`config.mk`:
```
export PLATFORM = sky130hd
export DESIGN_NAME = climb_display_window_average_unit
export DESIGN_NICKNAME = d
export VERILOG_FILES = /design/src/cdwa_pkg.sv /design/src/climb_display_window_average_unit.sv /design/src/cdwa_div.sv
export SDC_FILE = /design/constraint.sdc
export NUM_CORES = 2
export LEC_CHECK = 0
export ABC_AREA = 1
export BUFFER_PORTS_ARGS = -buffer_cell sky130_fd_sc_hd__buf_4
export CAP_MARGIN = 20
export CORE_MARGIN = 4
export CORE_UTILIZATION = 40
export DETAILED_ROUTE_END_ITERATION = 10
export SETUP_SLACK_MARGIN = 0.2
export SKIP_CTS_REPAIR_TIMING = 1
export SLEW_MARGIN = 15
export SYNTH_ARGS = -nofsm -noshare
export SYNTH_HDL_FRONTEND = slang
export SYNTH_HIERARCHICAL = 1
export SYNTH_SLANG_ARGS = --single-unit
```
`constraint.sdc`:
```
create_clock -name i_clk -period 5.37 [get_ports i_clk]
set_input_delay 0.2685 -clock i_clk [delete_from_list [all_inputs] [get_ports i_clk]]
set_output_delay 0.2685 -clock i_clk [all_outputs]
set_load 0.05 [all_outputs]
```
`src/cdwa_pkg.sv`:
```
package cdwa_pkg;

    // Default configuration of the averaging unit
    localparam int HISTORY_SIZE_D = 64;
    localparam int BLOCK_LEN_D    = 2;
    localparam int DISPLAY_RATE_D = 10;
    localparam int MAX_SECONDS_D  = 6;

    // Fixed field widths
    localparam int CLIMB_W = 24;
    localparam int CFG_W   = 3;
    localparam int RING_W  = 16;

    // Saturation bounds of a stored block mean
    localparam int SAT_LOW  = -32768;
    localparam int SAT_HIGH = 32767;

    typedef enum logic [2:0] {
        S_IDLE,
        S_BLK_GO,
        S_BLK_DIV,
        S_DISP,
        S_SUM,
        S_DSP_GO,
        S_DSP_DIV,
        S_DONE
    } t_state;

    typedef struct packed {
        logic busy;
        logic done;
    } t_div_stat;

endpackage

```
`src/climb_display_window_average_unit.sv`:
```
// With averaging off or the history empty, the sample passes straight through to the result.
// A completed block gets its mean from the divider (DW = divider width, 25 by default).
// A display average sums N ring entries, then divides (N = entries averaged, 60 at most).
// Throughput: one item at a time; the serial divider and the one-read-a-cycle ring walk set it.
// Reset (synchronous, active low): window off, block sum, counts, pointer and fill cleared.
module climb_display_window_average_unit #(
    parameter int HISTORY_SIZE = cdwa_pkg::HISTORY_SIZE_D,
    parameter int BLOCK_LEN    = cdwa_pkg::BLOCK_LEN_D,
    parameter int DISPLAY_RATE = cdwa_pkg::DISPLAY_RATE_D,
    parameter int MAX_SECONDS  = cdwa_pkg::MAX_SECONDS_D
) (
    input  logic                                     i_clk,
    input  logic                                     i_rst_n,
    // configuration
    input  logic                                     i_cfg_we,
    input  logic [cdwa_pkg::CFG_W-1:0]               i_cfg_wdata,
    // input channel
    input  logic                                     i_in_valid,
    output logic                                     o_in_ready,
    input  logic signed [cdwa_pkg::CLIMB_W-1:0]      i_climb_cms,
    input  logic                                     i_restart,
    // output channel
    output logic                                     o_out_valid,
    input  logic                                     i_out_ready,
    output logic signed [cdwa_pkg::CLIMB_W-1:0]      o_display_climb_cms,
    output logic [$clog2(HISTORY_SIZE+1)-1:0]        o_history_entries
);
    import cdwa_pkg::*;

    // Widths derived from the configuration
    localparam int AW   = $clog2(HISTORY_SIZE);            // ring address
    localparam int FW   = $clog2(HISTORY_SIZE + 1);        // fill count
    localparam int BCW  = $clog2(BLOCK_LEN + 1);           // block count
    localparam int BSW  = CLIMB_W + $clog2(BLOCK_LEN);     // block sum
    localparam int DSW  = RING_W + AW;                     // display sum
    localparam int DW   = (BSW > DSW) ? BSW : DSW;         // divider dividend
    localparam int DMAX = (BLOCK_LEN > HISTORY_SIZE) ? BLOCK_LEN : HISTORY_SIZE;
    localparam int VW   = $clog2(DMAX + 1);                // divider divisor
    localparam int WW   = CFG_W + $clog2(DISPLAY_RATE + 1); // wanted window length
    localparam int MW   = (WW > FW) ? WW : FW;

    // Control state
    t_state                  r_state, n_state;
    logic [CFG_W-1:0]        r_avg, n_avg;
    logic signed [BSW-1:0]   r_sum, n_sum;
    logic [BCW-1:0]          r_cnt, n_cnt;
    logic [AW-1:0]           r_wp, n_wp;
    logic [FW-1:0]           r_fill, n_fill;
    logic                    r_out_vld, n_out_vld;
    logic                    r_rd_vld, n_rd_vld;

    // Working registers
    logic signed [CLIMB_W-1:0] r_x, n_x;
    logic                      r_neg, n_neg;
    logic [FW-1:0]             r_n, n_n;
    logic [FW-1:0]             r_issue, n_issue;
    logic [AW-1:0]             r_raddr, n_raddr;
    logic signed [DSW-1:0]     r_acc, n_acc;
    logic signed [CLIMB_W-1:0] r_res, n_res;
    logic signed [CLIMB_W-1:0] r_out_disp, n_out_disp;
    logic [FW-1:0]             r_out_fill, n_out_fill;

    // History ring
    logic signed [RING_W-1:0]  r_ring [HISTORY_SIZE];
    logic signed [RING_W-1:0]  r_rd_data;
    logic                      ring_we;
    logic signed [RING_W-1:0]  ring_wdata;
    logic                      rd_en;

    // Shared divider
    logic                      div_start;
    logic [DW-1:0]             div_dividend;
    logic [VW-1:0]             div_divisor;
    t_div_stat                 div_stat;
    logic [DW-1:0]             div_quo;

    // Derived values
    logic signed [DW-1:0]      blk_ext;
    logic signed [DW-1:0]      dsp_ext;
    logic signed [DW:0]        quo_s;
    logic signed [DW:0]        mean_full;
    logic [WW-1:0]             want;
    logic                      in_xfer;
    logic                      out_xfer;

    assign in_xfer  = i_in_valid && o_in_ready;
    assign out_xfer = r_out_vld && i_out_ready;
    assign blk_ext  = DW'(r_sum);
    assign dsp_ext  = DW'(r_acc);
    assign quo_s    = $signed({1'b0, div_quo});
    // Quotient is a magnitude; restore the dividend's sign (truncates toward zero)
    assign mean_full = r_neg ? -quo_s : quo_s;
    assign want      = WW'(r_avg) * WW'(DISPLAY_RATE);

    cdwa_div #(
        .DW (DW),
        .VW (VW)
    ) u_div (
        .i_clk      (i_clk),
        .i_rst_n    (i_rst_n),
        .i_start    (div_start),
        .i_dividend (div_dividend),
        .i_divisor  (div_divisor),
        .o_stat     (div_stat),
        .o_quotient (div_quo)
    );

    always_comb begin
        logic signed [BSW-1:0] base_sum;
        logic [BCW-1:0]        cnt_inc;

        n_state    = r_state;
        n_avg      = r_avg;
        n_sum      = r_sum;
        n_cnt      = r_cnt;
        n_wp       = r_wp;
        n_fill     = r_fill;
        n_out_vld  = r_out_vld;
        n_rd_vld   = 1'b0;
        n_x        = r_x;
        n_neg      = r_neg;
        n_n        = r_n;
        n_issue    = r_issue;
        n_raddr    = r_raddr;
        n_acc      = r_acc;
        n_res      = r_res;
        n_out_disp = r_out_disp;
        n_out_fill = r_out_fill;

        o_in_ready   = 1'b0;
        div_start    = 1'b0;
        div_dividend = '0;
        div_divisor  = '0;
        ring_we      = 1'b0;
        ring_wdata   = '0;
        rd_en        = 1'b0;

        base_sum = i_restart ? '0 : r_sum;
        cnt_inc  = (i_restart ? '0 : r_cnt) + 1'b1;

        // Window setting: clamp to the longest allowed window
        if (i_cfg_we) begin
            n_avg = (int'(i_cfg_wdata) > MAX_SECONDS) ? CFG_W'(MAX_SECONDS) : i_cfg_wdata;
        end

        // Drop valid once the result transfers
        if (out_xfer) begin
            n_out_vld = 1'b0;
        end

        unique case (r_state)
            S_IDLE: begin
                o_in_ready = 1'b1;
                if (i_in_valid) begin
                    n_x   = i_climb_cms;
                    n_sum = base_sum + BSW'(i_climb_cms);
                    if (i_restart) begin
                        n_wp   = '0;
                        n_fill = '0;
                    end
                    if (cnt_inc == BCW'(BLOCK_LEN)) begin
                        n_cnt   = '0;
                        n_state = S_BLK_GO;
                    end else begin
                        n_cnt   = cnt_inc;
                        n_state = S_DISP;
                    end
                end
            end

            S_BLK_GO: begin
                // Divide the magnitude of the block sum by the block length
                div_start    = 1'b1;
                div_dividend = r_sum[BSW-1] ? DW'(-blk_ext) : DW'(blk_ext);
                div_divisor  = VW'(BLOCK_LEN);
                n_neg        = r_sum[BSW-1];
                n_state      = S_BLK_DIV;
            end

            S_BLK_DIV: begin
                if (div_stat.done) begin
                    // Saturate the block mean and store it at the write pointer
                    ring_we = 1'b1;
                    if (mean_full < (DW+1)'(SAT_LOW)) begin
                        ring_wdata = RING_W'(SAT_LOW);
                    end else if (mean_full > (DW+1)'(SAT_HIGH)) begin
                        ring_wdata = RING_W'(SAT_HIGH);
                    end else begin
                        ring_wdata = RING_W'(mean_full);
                    end
                    n_wp   = (r_wp == AW'(HISTORY_SIZE - 1)) ? '0 : r_wp + 1'b1;
                    n_fill = (r_fill == FW'(HISTORY_SIZE)) ? r_fill : r_fill + 1'b1;
                    n_sum  = '0;
                    n_state = S_DISP;
                end
            end

            S_DISP: begin
                if ((r_avg == '0) || (r_fill == '0)) begin
                    // Pass the sample through
                    n_res   = r_x;
                    n_state = S_DONE;
                end else begin
                    n_n     = (MW'(want) < MW'(r_fill)) ? FW'(want) : r_fill;
                    n_raddr = (r_wp == '0) ? AW'(HISTORY_SIZE - 1) : r_wp - 1'b1;
                    n_issue = '0;
                    n_acc   = '0;
                    n_state = S_SUM;
                end
            end

            S_SUM: begin
                // Walk back from the newest entry, one read a cycle
                if (r_issue != r_n) begin
                    rd_en    = 1'b1;
                    n_rd_vld = 1'b1;
                    n_issue  = r_issue + 1'b1;
                    n_raddr  = (r_raddr == '0) ? AW'(HISTORY_SIZE - 1) : r_raddr - 1'b1;
                end
                if (r_rd_vld) begin
                    n_acc = r_acc + DSW'(r_rd_data);
                end
                if ((r_issue == r_n) && !r_rd_vld) begin
                    n_state = S_DSP_GO;
                end
            end

            S_DSP_GO: begin
                div_start    = 1'b1;
                div_dividend = r_acc[DSW-1] ? DW'(-dsp_ext) : DW'(dsp_ext);
                div_divisor  = VW'(r_n);
                n_neg        = r_acc[DSW-1];
                n_state      = S_DSP_DIV;
            end

            S_DSP_DIV: begin
                if (div_stat.done) begin
                    n_res   = CLIMB_W'(mean_full);
                    n_state = S_DONE;
                end
            end

            S_DONE: begin
                // Hold until the output register is free
                if (!r_out_vld || i_out_ready) begin
                    n_out_vld  = 1'b1;
                    n_out_disp = r_res;
                    n_out_fill = r_fill;
                    n_state    = S_IDLE;
                end
            end

            default: begin
                n_state = S_IDLE;
            end
        endcase
    end

    always_ff @(posedge i_clk) begin
        if (!i_rst_n) begin
            r_state   <= S_IDLE;
            r_avg     <= '0;
            r_sum     <= '0;
            r_cnt     <= '0;
            r_wp      <= '0;
            r_fill    <= '0;
            r_out_vld <= 1'b0;
            r_rd_vld  <= 1'b0;
        end else begin
            r_state   <= n_state;
            r_avg     <= n_avg;
            r_sum     <= n_sum;
            r_cnt     <= n_cnt;
            r_wp      <= n_wp;
            r_fill    <= n_fill;
            r_out_vld <= n_out_vld;
            r_rd_vld  <= n_rd_vld;
        end
    end

    always_ff @(posedge i_clk) begin
        r_x        <= n_x;
        r_neg      <= n_neg;
        r_n        <= n_n;
        r_issue    <= n_issue;
        r_raddr    <= n_raddr;
        r_acc      <= n_acc;
        r_res      <= n_res;
        r_out_disp <= n_out_disp;
        r_out_fill <= n_out_fill;
    end

    // Ring memory: entries past the fill count are never read, so no clear
    always_ff @(posedge i_clk) begin
        if (ring_we) begin
            r_ring[r_wp] <= ring_wdata;
        end
        if (rd_en) begin
            r_rd_data <= r_ring[r_raddr];
        end
    end

    assign o_out_valid         = r_out_vld;
    assign o_display_climb_cms = r_out_disp;
    assign o_history_entries   = r_out_fill;

`ifndef ASSERT_OFF
    a_fill_cap: assert property (@(posedge i_clk) disable iff (!i_rst_n)
        r_fill <= FW'(HISTORY_SIZE))
        else $error("fill count above ring size");
    a_issue_cap: assert property (@(posedge i_clk) disable iff (!i_rst_n)
        (r_state == S_SUM) |-> (r_issue <= r_n))
        else $error("ring walk read past the window");
    a_busy_after: assert property (@(posedge i_clk) disable iff (!i_rst_n)
        in_xfer |=> !o_in_ready)
        else $error("ready again right after a transfer");
    a_write_on_done: assert property (@(posedge i_clk) disable iff (!i_rst_n)
        ring_we |-> div_stat.done && (r_state == S_BLK_DIV))
        else $error("ring write outside a finished block divide");
    a_read_pipe: assert property (@(posedge i_clk) disable iff (!i_rst_n)
        r_rd_vld |-> $past(rd_en))
        else $error("read data flagged without a read");
`endif

endmodule

```
`src/cdwa_div.sv`:
```
module cdwa_div #(
    parameter int DW = 25,
    parameter int VW = 7
) (
    input  logic                i_clk,
    input  logic                i_rst_n,
    input  logic                i_start,
    input  logic [DW-1:0]       i_dividend,
    input  logic [VW-1:0]       i_divisor,
    output cdwa_pkg::t_div_stat o_stat,
    output logic [DW-1:0]       o_quotient
);
    import cdwa_pkg::*;

    localparam int CW = (DW > 1) ? $clog2(DW) : 1;

    logic          r_busy;
    logic          r_done;
    logic [CW-1:0] r_cnt;
    logic [VW-1:0] r_rem;
    logic [DW-1:0] r_quo;
    logic [VW-1:0] r_div;
    logic [VW:0]   trial;
    logic          fits;

    // Restoring divide: one quotient bit per cycle, MSB first
    assign trial = {r_rem, r_quo[DW-1]};
    assign fits  = (trial >= {1'b0, r_div});

    always_ff @(posedge i_clk) begin
        if (!i_rst_n) begin
            r_busy <= 1'b0;
            r_done <= 1'b0;
        end else begin
            r_done <= 1'b0;
            if (i_start) begin
                r_busy <= 1'b1;
            end else if (r_busy && (r_cnt == '0)) begin
                r_busy <= 1'b0;
                r_done <= 1'b1;
            end
        end
    end

    always_ff @(posedge i_clk) begin
        if (i_start) begin
            r_cnt <= CW'(DW - 1);
            r_rem <= '0;
            r_quo <= i_dividend;
            r_div <= i_divisor;
        end else if (r_busy) begin
            r_cnt <= r_cnt - 1'b1;
            r_rem <= fits ? VW'(trial - {1'b0, r_div}) : trial[VW-1:0];
            r_quo <= {r_quo[DW-2:0], fits};
        end
    end

    assign o_stat.busy = r_busy;
    assign o_stat.done = r_done;
    assign o_quotient  = r_quo;

`ifndef ASSERT_OFF
    a_done_idle: assert property (@(posedge i_clk) disable iff (!i_rst_n)
        r_done |-> !r_busy)
        else $error("divider done while still busy");
    a_start_busy: assert property (@(posedge i_clk) disable iff (!i_rst_n)
        i_start |=> r_busy && !r_done)
        else $error("divider did not start");
    a_no_restart: assert property (@(posedge i_clk) disable iff (!i_rst_n)
        r_busy |-> !i_start)
        else $error("divider restarted while busy");
`endif

endmodule

```
### Word level (Yosys, flattened, before mapping)

Memories as Yosys holds them, arrays and structs flattened. A register that Yosys moved wholly into a read port is not among the register bits.
Index checks and enable logic that the tools add are counted.

* memory bits (writable): 1024
* memories kept: 1
* output and inout port bits: 33
* register bits after elaboration: 216
* bits of input ports: 33

* order comparisons: 5
* reductions and logical operators: 31
* bitwise logic cells: 2
* equality and inequality tests: 23
* $add $sub $neg: 13
* multipliers: 1
* multiplexer cells: 67

Memory list
* r_ring: words 64, bits a word 16, read ports 1, clocked after memory_dff 1, wr ports 1, line climb_display_window_average_unit.sv:64 `logic signed [RING_W-1:0] r_ring [HISTORY_SIZE];`

Operators with widths (number)
* 25-bit 2-to-1 mux: 7
* 25-bit one-hot mux with 2 select lines: 2
* 16-bit 2-to-1 mux: 4
* 7-bit 2-to-1 mux: 8
* 24-bit 2-to-1 mux: 2
* 6-bit 2-to-1 mux: 8
* 24-bit one-hot mux with 2 select lines: 1
* 22-bit 2-to-1 mux: 2
* 22-bit one-hot mux with 2 select lines: 1
* 7-bit one-hot mux with 2 select lines: 3
* 26-bit by 16-bit greater-than comparator with 1-bit output (second input constant): 1
* 26-bit by 16-bit < comparator with 1-bit output (second input constant): 1
* 26-bit 2-to-1 mux: 1
* 25-bit negation with 26-bit output: 1
* 25-bit by 24-bit adder with 25-bit output: 1
* 22-bit negation with 25-bit output: 1
* 25-bit negation: 1
* 3-bit one-hot mux with 8 select lines: 1
* 6-bit one-hot mux with 2 select lines: 2
* 22-bit by 16-bit adder with 22-bit output: 1
* 3-bit 2-to-1 mux: 6
* 2-bit inequality test (second input constant): 9
* 7-bit by 1-bit adder with 7-bit output (second input constant): 2
* 1-bit 2-to-1 mux: 14
* other kinds (34): 62

### Longest topological paths before layout

* depth after elaboration: 7
* mapped depth: 16

### Cells and area by module

The synthesis kept the hierarchy.

By module, submodules not included
* climb_display_window_average_unit: area an instance 51999.9 sq um, seq. area each 35854.4 sq um, cells an instance 4455, instances 1
* cdwa_div: area an instance 2285.9 sq um, seq. area each 1241.2 sq um, cells an instance 267, instances 1

### Worst setup path after synthesis

Ideal clock, no wire load.

* path type: register to register
* start: register u_div.r_quo[0] (netlist: u_div/o_quotient[0])
* end: memory r_ring[0][4] (data pin)
* period minus slack after synthesis: 3.897 ns
* cell stages (with the launch flop): 15
* arrival time: 3.349 ns
* setup slack: 1.473 ns
* setup time: 0.548 ns
* required time: 4.822 ns
* path through: edfxtp_1 > inv_1 > ha_1 > nand2_1 > nor2_4 > nand3_1 > nand2_1 > nand2_1 > nand2_1 > nand3_1 > nor2_1 > nand3_1 > nand2_1 > nand2_2 > a21oi_1

* word-level cells in the longest chain between the ends: 7
* elaborated cells between the ends (all ways): 8
* those cells by class: 1 x add/sub; 2 x order compare; 5 x mux

Ends and longest elaborated chain
* start: declaration: line cdwa_div.sv:21 `logic [DW-1:0] r_quo;`
* start signal: assignment: line cdwa_div.sv:49 `r_quo <= i_dividend;`
* start signal: assignment: line cdwa_div.sv:54 `r_quo <= {r_quo[DW-2:0], fits};`
* 25-bit negation with 26-bit output: line climb_display_window_average_unit.sv:92 `assign mean_full = r_neg ? -quo_s : quo_s;`
* 26-bit 2-to-1 mux (*): line climb_display_window_average_unit.sv:92
* 26-bit by 16-bit greater-than comparator with 1-bit output: line climb_display_window_average_unit.sv:186 `end else if (mean_full > (DW+1)'(SAT_HIGH)) begin`
* 16-bit 2-to-1 mux: line climb_display_window_average_unit.sv:186
* 16-bit 2-to-1 mux (*): line climb_display_window_average_unit.sv:184 `if (mean_full < (DW+1)'(SAT_LOW)) begin`
* 16-bit 2-to-1 mux (*): line climb_display_window_average_unit.sv:181 `if (div_stat.done) begin`
* 16-bit 2-to-1 mux (*): line climb_display_window_average_unit.sv:151 `unique case (r_state)`
* via ring_wdata[4]: line climb_display_window_average_unit.sv:67 `logic signed [RING_W-1:0] ring_wdata;`
* end: declaration: line climb_display_window_average_unit.sv:64

Mark *: on every way through the listed nets, which the timed path passes. The rest lies on a longest branch.

### Worst setup path in the final report

* start: register u_div.r_quo[0] (netlist: u_div/o_quotient[0])
* end: memory r_ring[53][11] (data pin)

Same word-level chain as after synthesis.

==> run_results.csv <==
group,metric,value,unit
power_and_ir_drop,powerDensity,391,nW/µm²
place,dp_hpwl,90300,µm
final_layout,fill_cells,12200,
drt,ant_nets,0,
drt,first_pass_iters,5,
drt,wirelength,157000,µm
worst_setup_path,reg2reg_from,"u_div/o_quotient[0]",
final_layout,diodes,0,
final_layout,fin_util,46.2,%
sta,slew_headroom,33.3,%
global_route,grt_pass1_wl,232000,µm
place,port_buffers,65,
floorplan,initial_core_util,40.5,%
sta,fin_crit_sh,73.6,%
logic_synthesis,ys_warn_count,6,
sta,drv_slew,0,
worst_setup_path,crit_start,"u_div/o_quotient[0]",
global_route,grt_max_degree,185,
outcome,outcome,"finished clean",
drt,route.vias.total,38100,
clock_tree,cts_tree,"yes",
worst_setup_path,critical_path_class,"reg -> reg",
final_layout,fin_nets,4948,
worst_setup_path,crit_path_max_fanout,29,
floorplan,die_area,142000,µm²
final_layout,area_growth,14.1,%
clock_tree,clockBufferDepth,3,
sta,finClkSkew,0.0240,ns
final_layout,drive_gt1_share,10.2,%
drt,drcViolationCount,0,
power_and_ir_drop,ir_drop,0.000303,V
place,place_congestion,0.920,
floorplan,die_w,376,µm
worst_setup_path,r2r.worst_path.cells,13,
worst_setup_path,crit_path_start_kind,"flop",
worst_hold_path,hold_path.class,"in -> reg",
worst_setup_path,rrSetupSlack,1.42,ns
worst_setup_path,endpoint,"r_ring[53][11]",
sta,max_freq,0.253,GHz
floorplan,rows,134,
clock_tree,cts.sinks,1256,
clock_tree,root_buffer,"clkbuf_16",
sta,finalSetupTns,0,ns
floorplan,coreArea,134000,µm²
drt,wire_per_inst,23.4,µm
logic_synthesis,synth_nets,4831,
floorplan,pin_count,66,
place,dp.cells,6435,
floorplan,fp.dieH,376,µm
sta,fin_crit,3.95,ns
drt,via_per_inst,5.68,
final_layout,fin_cells,6713,
drt,drt_iter0_markers,4027,
sta,rsz0062_at_grt,"false",
logic_synthesis,syn_inst,4721,
clock_tree,clk_latency,0.76,ns
logic_synthesis,netlist_area,54300,µm²
clock_tree,htree_levels,4,
sta,worstMarginPinSlew,0.997,ns
global_route,gr-total-overflow,0,
worst_setup_path,cp-end-kind,"flop",
worst_setup_path,worst-endpoint-arrival,4.52,ns
sta,hold_viol,0,
clock_tree,path_clk_slew,0.07,ns
sta,setup_viol_count_final,0,
power_and_ir_drop,leakagePower,0.0194,µW
worst_setup_path,reg2reg_to,"r_ring[53][11]",
global_route,antenna_found_initial,2,
worst_setup_path,cp.required,5.94,ns
global_route,grt_pass1_vias,35700,
job,drv_cap,0,
clock_tree,cts-buffers-inserted,134,
global_route,globalRouteTotalUtil,21.7,%
logic_synthesis,synth.avg_cell_area,11.5,µm²
## through the flow
step	setup WS (ns)	area (µm²)	hold slack [ns]	power, µW
after floorplan	1.47	54300	0.367	14000
after global placement	1.44	57300	0.400	15200
after detailed placement	1.49	57300	0.405	15200
after CTS	1.45	61600	-0.347	24300
after global routing	1.12	62000	0.151	25300
final	1.42	62000	0.122	24200
## layout by cell type, fill, tap and decap left out, types with 8 or more instances in the layout
| cell | n |
|---|---|
| inv_2 | 14 |
| nor3_1 | 23 |
| buf_4 | 189 |
| nand3b_1 | 8 |
| nand4_1 | 50 |
| nor4_1 | 9 |
| ha_1 | 74 |
| nand3_1 | 195 |
| nand2_1 | 560 |
| clkbuf_16 | 141 |
| o21bai_1 | 10 |
| o21ai_0 | 639 |
| o211ai_1 | 36 |
| nor2_1 | 742 |
| a21oi_1 | 191 |
| xor2_1 | 20 |
| inv_1 | 193 |
| o22ai_1 | 167 |
| clkinv_1 | 32 |
| edfxtp_1 | 1194 |
| o21ai_1 | 15 |
| a21oi_4 | 16 |
| dfxtp_1 | 62 |
| nor3_2 | 10 |
| clkbuf_1 | 26 |
| clkinv_2 | 19 |
| buf_12 | 11 |
| nor2_4 | 11 |
| bufinv_16 | 8 |
| xnor2_1 | 8 |
| dlygate4sd3_1 | 35 |
| nor2_2 | 16 |
| o221ai_1 | 96 |
| nand2_2 | 13 |
| o21a_1 | 10 |
## where the power goes
group / leakage [µW] / total, µW / switching [µW] / internal, µW
clock: 0.00211 / 9150 / 3910 / 5230
sequential: 0.00976 / 11400 / 334 / 11000
combinational: 0.00756 / 3710 / 2670 / 1040
## final cells by class
cell class                 count  area [µm²]  share of cell area, %
inverter                     214         821                   1.32
multi-input combinational   2997       15500                   25.0
timing repair buffer         235        1990                   3.21
clock buffer                 167        3630                   5.85
clock inverter                76         728                   1.18
tap                         1768        2210                   3.57
sequential                  1256       37100                   59.9
## flip-flops by register name, summed over array words and instances (netlist names), 16 cells and up
register and flops:
r_ring 1024, blk_ext 25, u_div/o_quotient 25, o_display_climb_cms 24, r_res 24, r_x 24
r_acc 22, r_rd_data 16
## critical path: stages, from the launching register on
cell      delay [ns]
edfxtp_1        0.38
inv_1           0.20
ha_1            0.26
nand2_1         0.09
nor2_1          0.19
nand4_1         0.12
nand3_1         0.09
o21ai_0         0.20
nor2_1          0.18
nand3_1         0.14
nand2_1         0.12
nand2_2         0.47
a21oi_4         0.91
buf_4           0.37
## how the worst min path moves through the flow
stage,start,to,slack (ns),cells past startpoint
floorplan,i_climb_cms[0],r_x[0],0.37,0
global placement,r_res[12],o_display_climb_cms[12],0.40,0
detailed placement,r_res[13],o_display_climb_cms[13],0.40,0
CTS,i_climb_cms[22],r_x[22],-0.35,1
global route,i_restart,r_cnt[0],0.15,5
finish,i_restart,r_cnt[0],0.12,5
## routing by layer
layer,vias to the layer above,share of wire [%],global-route usage (%)
met5,-,0.0083,0
met4,2,3.3,7.78
met2,1616,46,34.5
li1,17500,-,-
met1,18700,43,30.4
met3,288,7.5,3.09
Note: power is estimated with default switching activity, not from simulation.
